File: config.mk
export PLATFORM = sky130hd
export DESIGN_NAME = bf3_ctrl
export DESIGN_NICKNAME = d
export VERILOG_FILES = /design/src/rtl/core/bf3_pkg.sv /design/src/rtl/core/bf3_ctrl.sv
export SDC_FILE = /design/constraint.sdc
export NUM_CORES = 1
export LEC_CHECK = 0
export BUFFER_PORTS_ARGS = -buffer_cell sky130_fd_sc_hd__buf_4
export CORE_AREA = 2 2 39 41
export DETAILED_ROUTE_END_ITERATION = 8
export DIE_AREA = 0 0 41 43
export PLACE_DENSITY = 0.62
export SYNTH_ARGS = -nofsm -noshare
export SYNTH_HDL_FRONTEND = slang
export SYNTH_SLANG_ARGS = --single-unit
File: constraint.sdc
create_clock -name clk -period 1.6 [get_ports clk]
set_input_delay 0.16 -clock clk [delete_from_list [all_inputs] [get_ports clk]]
set_output_delay 0.16 -clock clk [all_outputs]
set_load 0.01 [all_outputs]
File: src/rtl/core/bf3_pkg.sv
`timescale 1ns / 1ps

package bf3_pkg;

  localparam int PIXEL_BITS   = 8;
  localparam int MAX_SIDE_DEF = 1024;
  localparam int SIDE_W       = 11;
  localparam int RC_W         = 10;
  localparam logic [SIDE_W-1:0] SIDE_RESET = SIDE_W'(8);

  // sum of up to nine pixels
  localparam int SUM_W = PIXEL_BITS + 4;

  // reciprocals scaled by 2^RECIP_SHIFT, exact for sums below 4096
  localparam int RECIP_SHIFT = 15;
  localparam int RECIP_W     = 14;
  localparam logic [RECIP_W-1:0] RECIP_4 = RECIP_W'(8192);
  localparam logic [RECIP_W-1:0] RECIP_6 = RECIP_W'(5462);
  localparam logic [RECIP_W-1:0] RECIP_9 = RECIP_W'(3641);

  // result kinds, in emission order
  localparam logic [1:0] RES_UL = 2'd0;  // (r-1, c-1)
  localparam logic [1:0] RES_UR = 2'd1;  // (r-1, c)
  localparam logic [1:0] RES_LL = 2'd2;  // (r, c-1)
  localparam logic [1:0] RES_LR = 2'd3;  // (r, c)

  typedef struct packed {
    logic       accept;
    logic       shift;
    logic       sum_en;
    logic       mul_en;
    logic [1:0] sel;
    logic       last;
  } bf3_cmd_t;

  typedef struct packed {
    logic [3:0] flags;
    logic       out_full;
  } bf3_sts_t;

endpackage

File: src/rtl/core/bf3_ctrl.sv
`timescale 1ns / 1ps

module bf3_ctrl (
  input  logic               clk,
  input  logic               rst,
  input  logic               in_valid,
  output logic               in_ready,
  input  logic               out_ready,
  input  bf3_pkg::bf3_sts_t  sts,
  output bf3_pkg::bf3_cmd_t  cmd
);

  localparam logic [2:0] ST_IDLE  = 3'd0;
  localparam logic [2:0] ST_SHIFT = 3'd1;
  localparam logic [2:0] ST_SUM   = 3'd2;
  localparam logic [2:0] ST_MUL   = 3'd3;

  logic [2:0] state, state_next;
  logic [3:0] pend, pend_next;
  logic [1:0] sel;
  logic [3:0] sel_bit;
  logic       can_load;

  always_comb begin
    if (pend[0]) begin
      sel = bf3_pkg::RES_UL;
    end else if (pend[1]) begin
      sel = bf3_pkg::RES_UR;
    end else if (pend[2]) begin
      sel = bf3_pkg::RES_LL;
    end else begin
      sel = bf3_pkg::RES_LR;
    end
  end

  assign sel_bit  = 4'b0001 << sel;
  assign can_load = !sts.out_full || out_ready;
  assign in_ready = (state == ST_IDLE);

  always_comb begin
    state_next = state;
    pend_next  = pend;
    cmd        = '0;
    cmd.sel    = sel;
    cmd.last   = ((pend & ~sel_bit) == 4'b0000);
    case (state)
      ST_IDLE: begin
        if (in_valid) begin
          cmd.accept = 1'b1;
          state_next = ST_SHIFT;
        end
      end
      ST_SHIFT: begin
        cmd.shift  = 1'b1;
        state_next = ST_SUM;
      end
      ST_SUM: begin
        // flags are settled once the shift is done
        if (pend == 4'b0000 && sts.flags == 4'b0000) begin
          state_next = ST_IDLE;
        end else begin
          if (pend == 4'b0000) begin
            pend_next = sts.flags;
          end else begin
            cmd.sum_en = 1'b1;
            state_next = ST_MUL;
          end
        end
      end
      ST_MUL: begin
        if (can_load) begin
          cmd.mul_en = 1'b1;
          pend_next  = pend & ~sel_bit;
          state_next = ((pend & ~sel_bit) == 4'b0000) ? ST_IDLE : ST_SUM;
        end
      end
      default: begin
        state_next = ST_IDLE;
      end
    endcase
  end

  always_ff @(posedge clk) begin
    if (rst) begin
      state <= ST_IDLE;
      pend  <= '0;
    end else begin
      state <= state_next;
      pend  <= pend_next;
    end
  end

endmodule

==> results.sh, run 1 <==
export IMPL_path_class="flip-flop to primary output"
export IMPL_endpoint_kind="primary output"
export IMPL_place_gp_congestion=0.769
export IMPL_slew_headroom_pct=74.3
export IMPL_grt_pass1_vias=341
export IMPL_ys_ff_latch=6
export IMPL_min_period_ps=1570
export IMPL_cts_tree="yes"
export IMPL_fp_dieW_microns=41
export IMPL_regToRegEndpoint="pend[2]"
export IMPL_whs_endpoint="pend[1]"
export IMPL_synth_area_sq_um=354
export IMPL_synth_xor_area_share_pct=0
export IMPL_grt_usage_pct=12.9
export IMPL_dp_hpwl_microns=723
export IMPL_syn_inst=38
export IMPL_setup_viol=0
export IMPL_synth_avg_cell_area_sq_um=9.32
export IMPL_wl_per_cell_microns=12.4
export IMPL_cts_buffer_depth=2
export IMPL_clock_latency_ps=240
export IMPL_area_delta_synth_final_pct=54.8
export IMPL_tightestPinTransition_ps=376
export IMPL_clock_sinks=6
export IMPL_synthDistinctLibCells=23
export IMPL_outcome="finished clean"
export IMPL_reg2reg_slack_ps=50
export IMPL_via_per_inst=5.01
export IMPL_min_delay_path_depth=2
export IMPL_synth_simple_gate_area_share_pct=33.9
export IMPL_synth_compound_area_share_pct=27.9
export IMPL_cellLeakagePower_nw=0.250
export IMPL_worstHoldStart="sts[2]"
export IMPL_ys_seq_area_share_pct=33.9
export IMPL_slew_viol_final=0
export IMPL_max_freq_mhz=639
export IMPL_drcViolationCount=0
export IMPL_insertedDiodeCount=0
export IMPL_crit_fanout=2
export IMPL_finalClockSkew_ps=5.45
export IMPL_syn_num_nets=47
export IMPL_antenna_found_initial=0
export IMPL_wirelength_microns=939
export IMPL_finalHoldViolations=0
export IMPL_nNetsFinal=71
export IMPL_p_per_area_nw_per_um2=820
export IMPL_drive_gt1_share_pct=50.0
export IMPL_vias=381
export IMPL_place_inst=72
export IMPL_grt_ovfl_total=0
export IMPL_coreArea_sq_um=1380
export IMPL_rsz0062_at_grt="false"
export IMPL_layout_cells_non_filler=76
export IMPL_grt_max_degree=10
export IMPL_synthAdderAreaFrac_pct=0
export IMPL_synth_warnings=0
export IMPL_worstRegToRegCells=4
export IMPL_drt_iter0_markers=4
export IMPL_drtAntennaViolNets=0
export IMPL_hp_class="input port to flip-flop"
export IMPL_setup_tns_ps=0
export IMPL_io_pins=17
export IMPL_start_util_pct=25.6
export IMPL_synth_top_family_by_area="simple AND/OR/NAND/NOR gates"
export IMPL_ir_drop_mv=0.633
export IMPL_dr_pass1_iters=4
export IMPL_synth_mux_area_share_pct=0
export IMPL_hold_buffers=0
export IMPL_path_clk_slew_ps=50
export IMPL_crit_arrival_ps=1410
export IMPL_cp_data_required_time_ps=1440
export IMPL_portBuffers=16
export IMPL_htreeDepth=1
export IMPL_start_kind="flip-flop"
export IMPL_die_height_microns=43
export IMPL_rr_startpoint="pend[1]"
export IMPL_drv_cap=0
export IMPL_finalCritPeriodShare_pct=97.9
export IMPL_dieArea_sq_um=1760
export IMPL_rows=14
export IMPL_numCtsBuffers=3
export IMPL_clock_root_buffer="clkbuf_4"
export IMPL_grt_pass1_wl_microns=1480
## routing by layer
layer | track usage (%) | wire (microns) | vias to the layer above | share of wire, %
li1 | - | - | 194 | -
met1 | 15.9 | 419 | 164 | 45
met2 | 18.1 | 432 | 23 | 46
met3 | 7.85 | 86 | 0 | 9.2
met4 | 4.00 | 0 | 0 | 0
met5 | 0 | 0 | - | 0
## sequential cells by signal, indices dropped and copies added (netlist names)
signal  cells
pend        4
state       2
## metrics by stage
stage               area, sq um  power, mW  hold WS [ps]  utilization (%)  worst slack (ps)
floorplan                   354      0.244           243                -              99.2
global placement            513      0.304           388             37.1               158
detailed placement          513      0.304           386             37.1               150
CTS                         543      0.455           126             39.2              12.6
global route                548      0.481           132             39.6              11.0
finish                      548      0.449           134             39.6              34.2
## area by class of cell
cell class              count  area [sq um]
clock buffers               3          22.5
fillers                   143           836
inverters                   3          11.3
multi-input cells          28           219
flip-flops and latches      6           121
well taps                  16          20.0
repair buffers             20           154
## how the worst max path moves through the flow
stage	startpoint	to	slack, ps	cells after the start
global route	pend[1]	cmd[4]	10	3
detailed placement	pend[1]	state[0]	150	3
floorplan	pend[1]	state[0]	100	3
CTS	pend[0]	cmd[4]	10	3
global placement	pend[1]	state[0]	160	3
finish	pend[1]	cmd[4]	30	3
## cell usage in the layout (no fill, tap or decap)
cell / Yosys / routed
nor3_1: 2 / 2
nand2_1: 2 / 2
a21oi_1: 1 / 1
or4_4: 1 / 1
or4_1: 1 / 1
o31a_1: 1 / 1
buf_4: 0 / 19
nand2b_1: 1 / 1
a41oi_1: 2 / 2
dfxtp_2: 0 / 1
a2111oi_0: 1 / 1
dfxtp_1: 6 / 5
buf_6: 0 / 1
inv_1: 3 / 3
a211o_2: 2 / 2
clkbuf_4: 0 / 3
or3_1: 1 / 1
and2_1: 1 / 1
nor2_1: 3 / 3
nand3_1: 1 / 1
a32o_1: 1 / 1
and3b_4: 1 / 1
nor4b_4: 1 / 1
a32o_2: 1 / 1
a22o_1: 2 / 2
nor2b_1: 2 / 2
## critical path, stage by stage (launching register included)
cell and delay [ps]:
dfxtp_2 310, or4_4 540, and3b_4 200, buf_6 110
## cells by family after synthesis
logic type / after synthesis
and+or+nand+nor: 17
AOI/OAI and AO/OA: 11
DFF: 6
buffers and inverters: 4
## report_power, final
group          switching, mW  internal [mW]
clock                 0.0529         0.0847
combinational         0.0571         0.0784
sequential            0.0146          0.161
total                  0.125          0.325
## cells in the mapped netlist (all sizes together)
cell type	number	area share (%)
a2111oi	1	2.5
a211o	2	5.7
a21oi	1	1.4
a22o	2	4.9
a32o	2	6.0
a41oi	2	4.9
and2	1	1.8
and3b	1	3.5
clkbuf	1	1.1
dfxtp	6	34
inv	3	3.2
nand2	2	2.1
nand2b	1	1.8
nand3	1	1.4
nor2	3	3.2
nor2b	2	3.5
nor3	2	2.8
nor4b	1	6.7
o31a	1	2.5
or3	1	1.8
or4	2	5.3
## what timing repair did
item | CTS | global route
setup endpoints to repair | 1 | 1
pin swaps | 1 | 1
setup buffers | 1 | 0
gates resized for setup | 0 | 2
Note: power is estimated with default switching activity, not from simulation.
==> inputs of run 2 (changes only) <==
- BUFFER_PORTS_ARGS: -buffer_cell sky130_fd_sc_hd__buf_4 -> unset
- DONT_BUFFER_PORTS: unset -> 1
- PLACE_DENSITY: 0.62 -> 0.52
- clock period: 1.6 -> 1.3 ns (I/O delays scaled with it)
==> run 2 against run 1 <==
The run now ends with setup timing left; sequential power is 21% higher; highest routed layer unchanged; largest power group unchanged; non-clock buffer count is 5 lower; critical path type unchanged; clock-buffer cell count stayed put.
==> results.sh, run 2 (synthesis results as in run 1) <==
export IMPL_outcome="finished, violations left"
export IMPL_drt_iter0_markers=1
export IMPL_slew_headroom_pct=81.0
export IMPL_start_util_pct=25.6
export IMPL_area_delta_synth_final_pct=58.3
export IMPL_insertedDiodeCount=0
export IMPL_place_inst=64
export IMPL_vias=366
export IMPL_crit_chain="or4_4 -> and3b_4 -> buf_6"
export IMPL_crit_arrival_ps=1440
export IMPL_io_pins=17
export IMPL_die_height_microns=43
export IMPL_via_per_inst=5.15
export IMPL_portBuffers=0
export IMPL_largest_register_ffs=4
export IMPL_hp_class="input port to flip-flop"
export IMPL_min_period_ps=1570
export IMPL_final_common_cell="buf_4"
export IMPL_fp_dieW_microns=41
export IMPL_antenna_found_initial=0
export IMPL_violations="setup timing"
export IMPL_path_class="flip-flop to primary output"
export IMPL_nNetsFinal=66
export IMPL_drtAntennaViolNets=0
export IMPL_mostFrequentLayoutCells="buf_4 (9), buf_6 (5), dfxtp_2 (4)"
export IMPL_reg2reg_slack_ps=-230
export IMPL_clock_latency_ps=250
export IMPL_post_route_util_pct=40.5
export IMPL_rsz0062_at_grt="true"
export IMPL_fin_ws_ps=-266
export IMPL_grt_usage_pct=13.4
export IMPL_path_clk_slew_ps=50
export IMPL_clock_sinks=6
export IMPL_dp_hpwl_microns=736
export IMPL_dr_pass1_iters=2
export IMPL_slew_viol_final=0
export IMPL_htreeDepth=1
export IMPL_coreArea_sq_um=1380
export IMPL_whs_ps=13.5
export IMPL_grt_pass1_vias=360
export IMPL_rows=14
export IMPL_reg_top3="pend x4, state x2"
export IMPL_wl_per_cell_microns=14.5
export IMPL_cp_slowest_stage_delay_ps=560
export IMPL_wirelength_microns=1030
export IMPL_start_kind="flip-flop"
export IMPL_cellLeakagePower_nw=0.237
export IMPL_max_freq_mhz=638
export IMPL_ir_drop_mv=0.470
export IMPL_setup_viol=8
export IMPL_crit_fanout=3
export IMPL_drive_gt1_share_pct=56.4
export IMPL_place_gp_congestion=0.748
export IMPL_layout_cells_non_filler=71
export IMPL_tightestPinTransition_ps=284
export IMPL_endpoint_kind="primary output"
export IMPL_cts_buffer_depth=2
export IMPL_top_register="pend"
export IMPL_grt_max_degree=7
export IMPL_finalHoldViolations=0
export IMPL_p_per_area_nw_per_um2=1020
export IMPL_dieArea_sq_um=1760
export IMPL_worst_path_buf_inv=1
export IMPL_crit_path_top_delay_cell="or4_4"
export IMPL_numCtsBuffers=3
export IMPL_cpLargestDelayFamily="simple AND/OR/NAND/NOR gates"
export IMPL_drv_cap=0
export IMPL_cts_tree="yes"
export IMPL_clock_root_buffer="clkbuf_4"
export IMPL_power_mw=0.572
export IMPL_drcViolationCount=0
export IMPL_finalClockSkew_ps=8.62
export IMPL_finalCritPeriodShare_pct=120
export IMPL_cp_data_required_time_ps=1170
export IMPL_place_ws_ps=-103
export IMPL_grt_ovfl_total=0
export IMPL_grt_pass1_wl_microns=1590
export IMPL_fillers=138
==> run 2: changes by cell type in the layout (fill, tap and decap cells not counted), sizes merged <==
| cell | delta |
|---|---|
| buf | -6 |
| dlygate4sd3 | +1 |
==> run 2: worst reg2reg max path, cell delays in order, from the launching register on <==
cell	delay, ps
dfxtp_2	320
or4_4	560
buf_6	140
nor4b_4	280
a22o_1	180
==> run 2: path summary, 6_finish.rpt <==
kind | startpoint | endpoint | cells past startpoint
min | sts[4] | pend[3] | 1
max reg2reg | pend[0] | pend[2] | 4
min reg2reg | pend[3] | pend[3] | 2
max | pend[0] | cmd[4] | 3
==> run 2: report_power, final <==
| part | switching (mW) | internal, mW |
|---|---|---|
| logic | 0.0790 | 0.103 |
| registers | 0.0135 | 0.199 |
| clock network | 0.0724 | 0.105 |
==> run 2: final cells by class <==
cell class | count | area (sq um) | area share [%]
repair buffers | 15 | 134 | 23.9
multi-input cells | 28 | 248 | 44.2
flip-flops and latches | 6 | 125 | 22.3
clock buffers | 3 | 22.5 | 4.02
inverters | 3 | 11.3 | 2.01
well taps | 16 | 20.0 | 3.57
==> run 2: layer usage <==
metal | track usage [%] | vias to the layer above | share of wire [%] | wire length (microns)
met1 | 16.7 | 177 | 42 | 435
met2 | 19.7 | 7 | 54 | 558
met5 | 0 | - | 0 | 0
met3 | 4.71 | 0 | 3.4 | 35
li1 | - | 182 | - | -
met4 | 6.00 | 0 | 0 | 0
==> run 2: timing repair <==
item                                    in CTS  in global routing
pin swaps                                    3                  2
setup buffers                                2                  2
hold buffers                                 1                  0
endpoints found under the setup margin       8                 10
gates resized for setup                     10                  5
endpoints found under the hold margin        1                  0
==> run 2: stage by stage <==
| stage | setup TNS (ps) | cell area (sq um) |
|---|---|---|
| after global routing | -1780 | 561 |
| after global placement | -454 | 455 |
| after detailed placement | -496 | 455 |
| final | -1360 | 561 |
| after CTS | -857 | 542 |
| after floorplan | -320 | 357 |
==> inputs of run 3 (changes only) <==
--- a/config.mk
+++ b/config.mk
@@ -7,2 +7,3 @@
 export LEC_CHECK = 0
+export ABC_CLOCK_PERIOD_IN_PS = 1300
 export CORE_AREA = 2 2 39 41
==> constraint.sdc (replaced) <==
create_clock -name clk -period 1.3 [get_ports clk]
set_input_delay 0.065 -clock clk [delete_from_list [all_inputs] [get_ports clk]]
set_output_delay 0.065 -clock clk [all_outputs]
set_load 0.01 [all_outputs]
==> run 3 against run 2 <==
The flow still finishes with violations (setup timing); combinational power hardly changed; worst hold slack improved by 32 ps; clock skew rose by 0.78 ps; critical path type unchanged; largest power group unchanged; highest routed layer is now met4.
==> results.sh, run 3 (synthesis results as in run 1) <==
export IMPL_outcome="finished, violations left"
export IMPL_violations="setup timing"
export IMPL_min_delay_path_depth=2
export IMPL_setup_tns_ps=-804
export IMPL_cts_tree="yes"
export IMPL_fp_dieW_microns=41
export IMPL_grt_max_degree=8
export IMPL_nNetsFinal=68
export IMPL_clock_sinks=6
export IMPL_max_freq_mhz=666
export IMPL_vias=376
export IMPL_wl_per_cell_microns=13.6
export IMPL_finalClockSkew_ps=9.39
export IMPL_finalHoldViolations=0
export IMPL_crit_fanout=3
export IMPL_fin_ws_ps=-203
export IMPL_numCtsBuffers=3
export IMPL_grt_pass1_vias=374
export IMPL_crit_arrival_ps=1440
export IMPL_layout_cells_non_filler=73
export IMPL_dieArea_sq_um=1760
export IMPL_endpoint_kind="primary output"
export IMPL_tightestPinTransition_ps=316
export IMPL_grt_usage_pct=13.1
export IMPL_placed_area_sq_um=455
export IMPL_coreArea_sq_um=1380
export IMPL_htreeDepth=1
export IMPL_drtAntennaViolNets=0
export IMPL_drv_cap=0
export IMPL_whs_ps=45.1
export IMPL_dp_hpwl_microns=736
export IMPL_cellLeakagePower_nw=0.253
export IMPL_worstRegToRegCells=3
export IMPL_drive_gt1_share_pct=43.9
export IMPL_path_class="flip-flop to primary output"
export IMPL_hp_class="input port to flip-flop"
export IMPL_finalCritPeriodShare_pct=116
export IMPL_clock_root_buffer="clkbuf_4"
export IMPL_ir_drop_mv=0.454
export IMPL_place_inst=64
export IMPL_grt_ovfl_total=0
export IMPL_portBuffers=0
export IMPL_grt_pass1_wl_microns=1550
export IMPL_cts_buffer_depth=2
export IMPL_insertedDiodeCount=0
export IMPL_via_per_inst=5.15
export IMPL_die_height_microns=43
export IMPL_min_period_ps=1500
export IMPL_place_ws_ps=-103
export IMPL_start_kind="flip-flop"
export IMPL_antenna_found_initial=0
export IMPL_wirelength_microns=993
export IMPL_place_gp_congestion=0.748
export IMPL_rows=14
export IMPL_largest_register_ffs=4
export IMPL_start_util_pct=25.6
export IMPL_top_register="pend"
export IMPL_dr_pass1_iters=3
export IMPL_rsz0062_at_grt="true"
export IMPL_design_area_sq_um=578
export IMPL_final_common_cell="buf_4"
export IMPL_post_route_util_pct=41.8
export IMPL_drcViolationCount=0
export IMPL_path_clk_slew_ps=50
export IMPL_clock_latency_ps=250
export IMPL_p_per_area_nw_per_um2=990
export IMPL_slew_headroom_pct=78.9
export IMPL_slew_viol_final=0
export IMPL_io_pins=17
export IMPL_mostFrequentLayoutCells="buf_4 (8), dlygate4sd3_1 (5), dfxtp_1 (4), buf_6 (4)"
export IMPL_setup_viol=7
export IMPL_reg_top3="pend x4, state x2"
export IMPL_power_mw=0.572
export IMPL_cp_data_required_time_ps=1240
export IMPL_area_delta_synth_final_pct=63.3
export IMPL_drt_iter0_markers=5
==> run 3: cell count changes in the layout (fill, tap and decap cells not counted), moves of 2 or more <==
cell	delta
dfxtp_1	+2
dlygate4sd3_1	+4
nor2_1	+2
nor2_2	-2
dfxtp_2	-2
==> run 3: timing repair <==
item                                   4_1_cts  5_1_grt
setup endpoints to repair                    8        8
hold buffers                                 5        0
endpoints found under the hold margin        6        0
buffers inserted                             0        1
pin swaps                                    1        1
gates resized for setup                      2        8
==> run 3: final timing paths <==
path                   to  slack, ps  startpoint
setup / recovery   cmd[4]       -200     pend[2]
hold / removal    pend[3]         50         rst
hold reg to reg   pend[3]        580     pend[3]
setup reg to reg  pend[2]       -120     pend[2]
==> run 3: where the power goes <==
group	switching [mW]	internal [mW]
registers	0.0125	0.199
logic	0.0834	0.100
clock network	0.0723	0.105
==> run 3: metal layers <==
layer / up-vias / GRT usage [%] / wire length, microns
met4: 0 / 6.00 / 14
met5: - / 0 / 0
met2: 9 / 20.0 / 499
met1: 176 / 15.4 / 444
li1: 189 / - / -
met3: 2 / 4.71 / 36
==> run 3: worst max-delay path: stages, from the launching register on <==
cell and delay [ps]:
dfxtp_2 310, or4_4 560, and3b_4 210, buf_6 110
==> run 3: layout make-up <==
| class | count | area [sq um] |
|---|---|---|
| Tap cell | 16 | 20.0 |
| Multi-Input combinational cell | 28 | 246 |
| Inverter | 3 | 11.3 |
| Timing Repair Buffer | 17 | 155 |
| Sequential cell | 6 | 123 |
| Fill cell | 139 | 806 |
| Clock buffer | 3 | 22.5 |
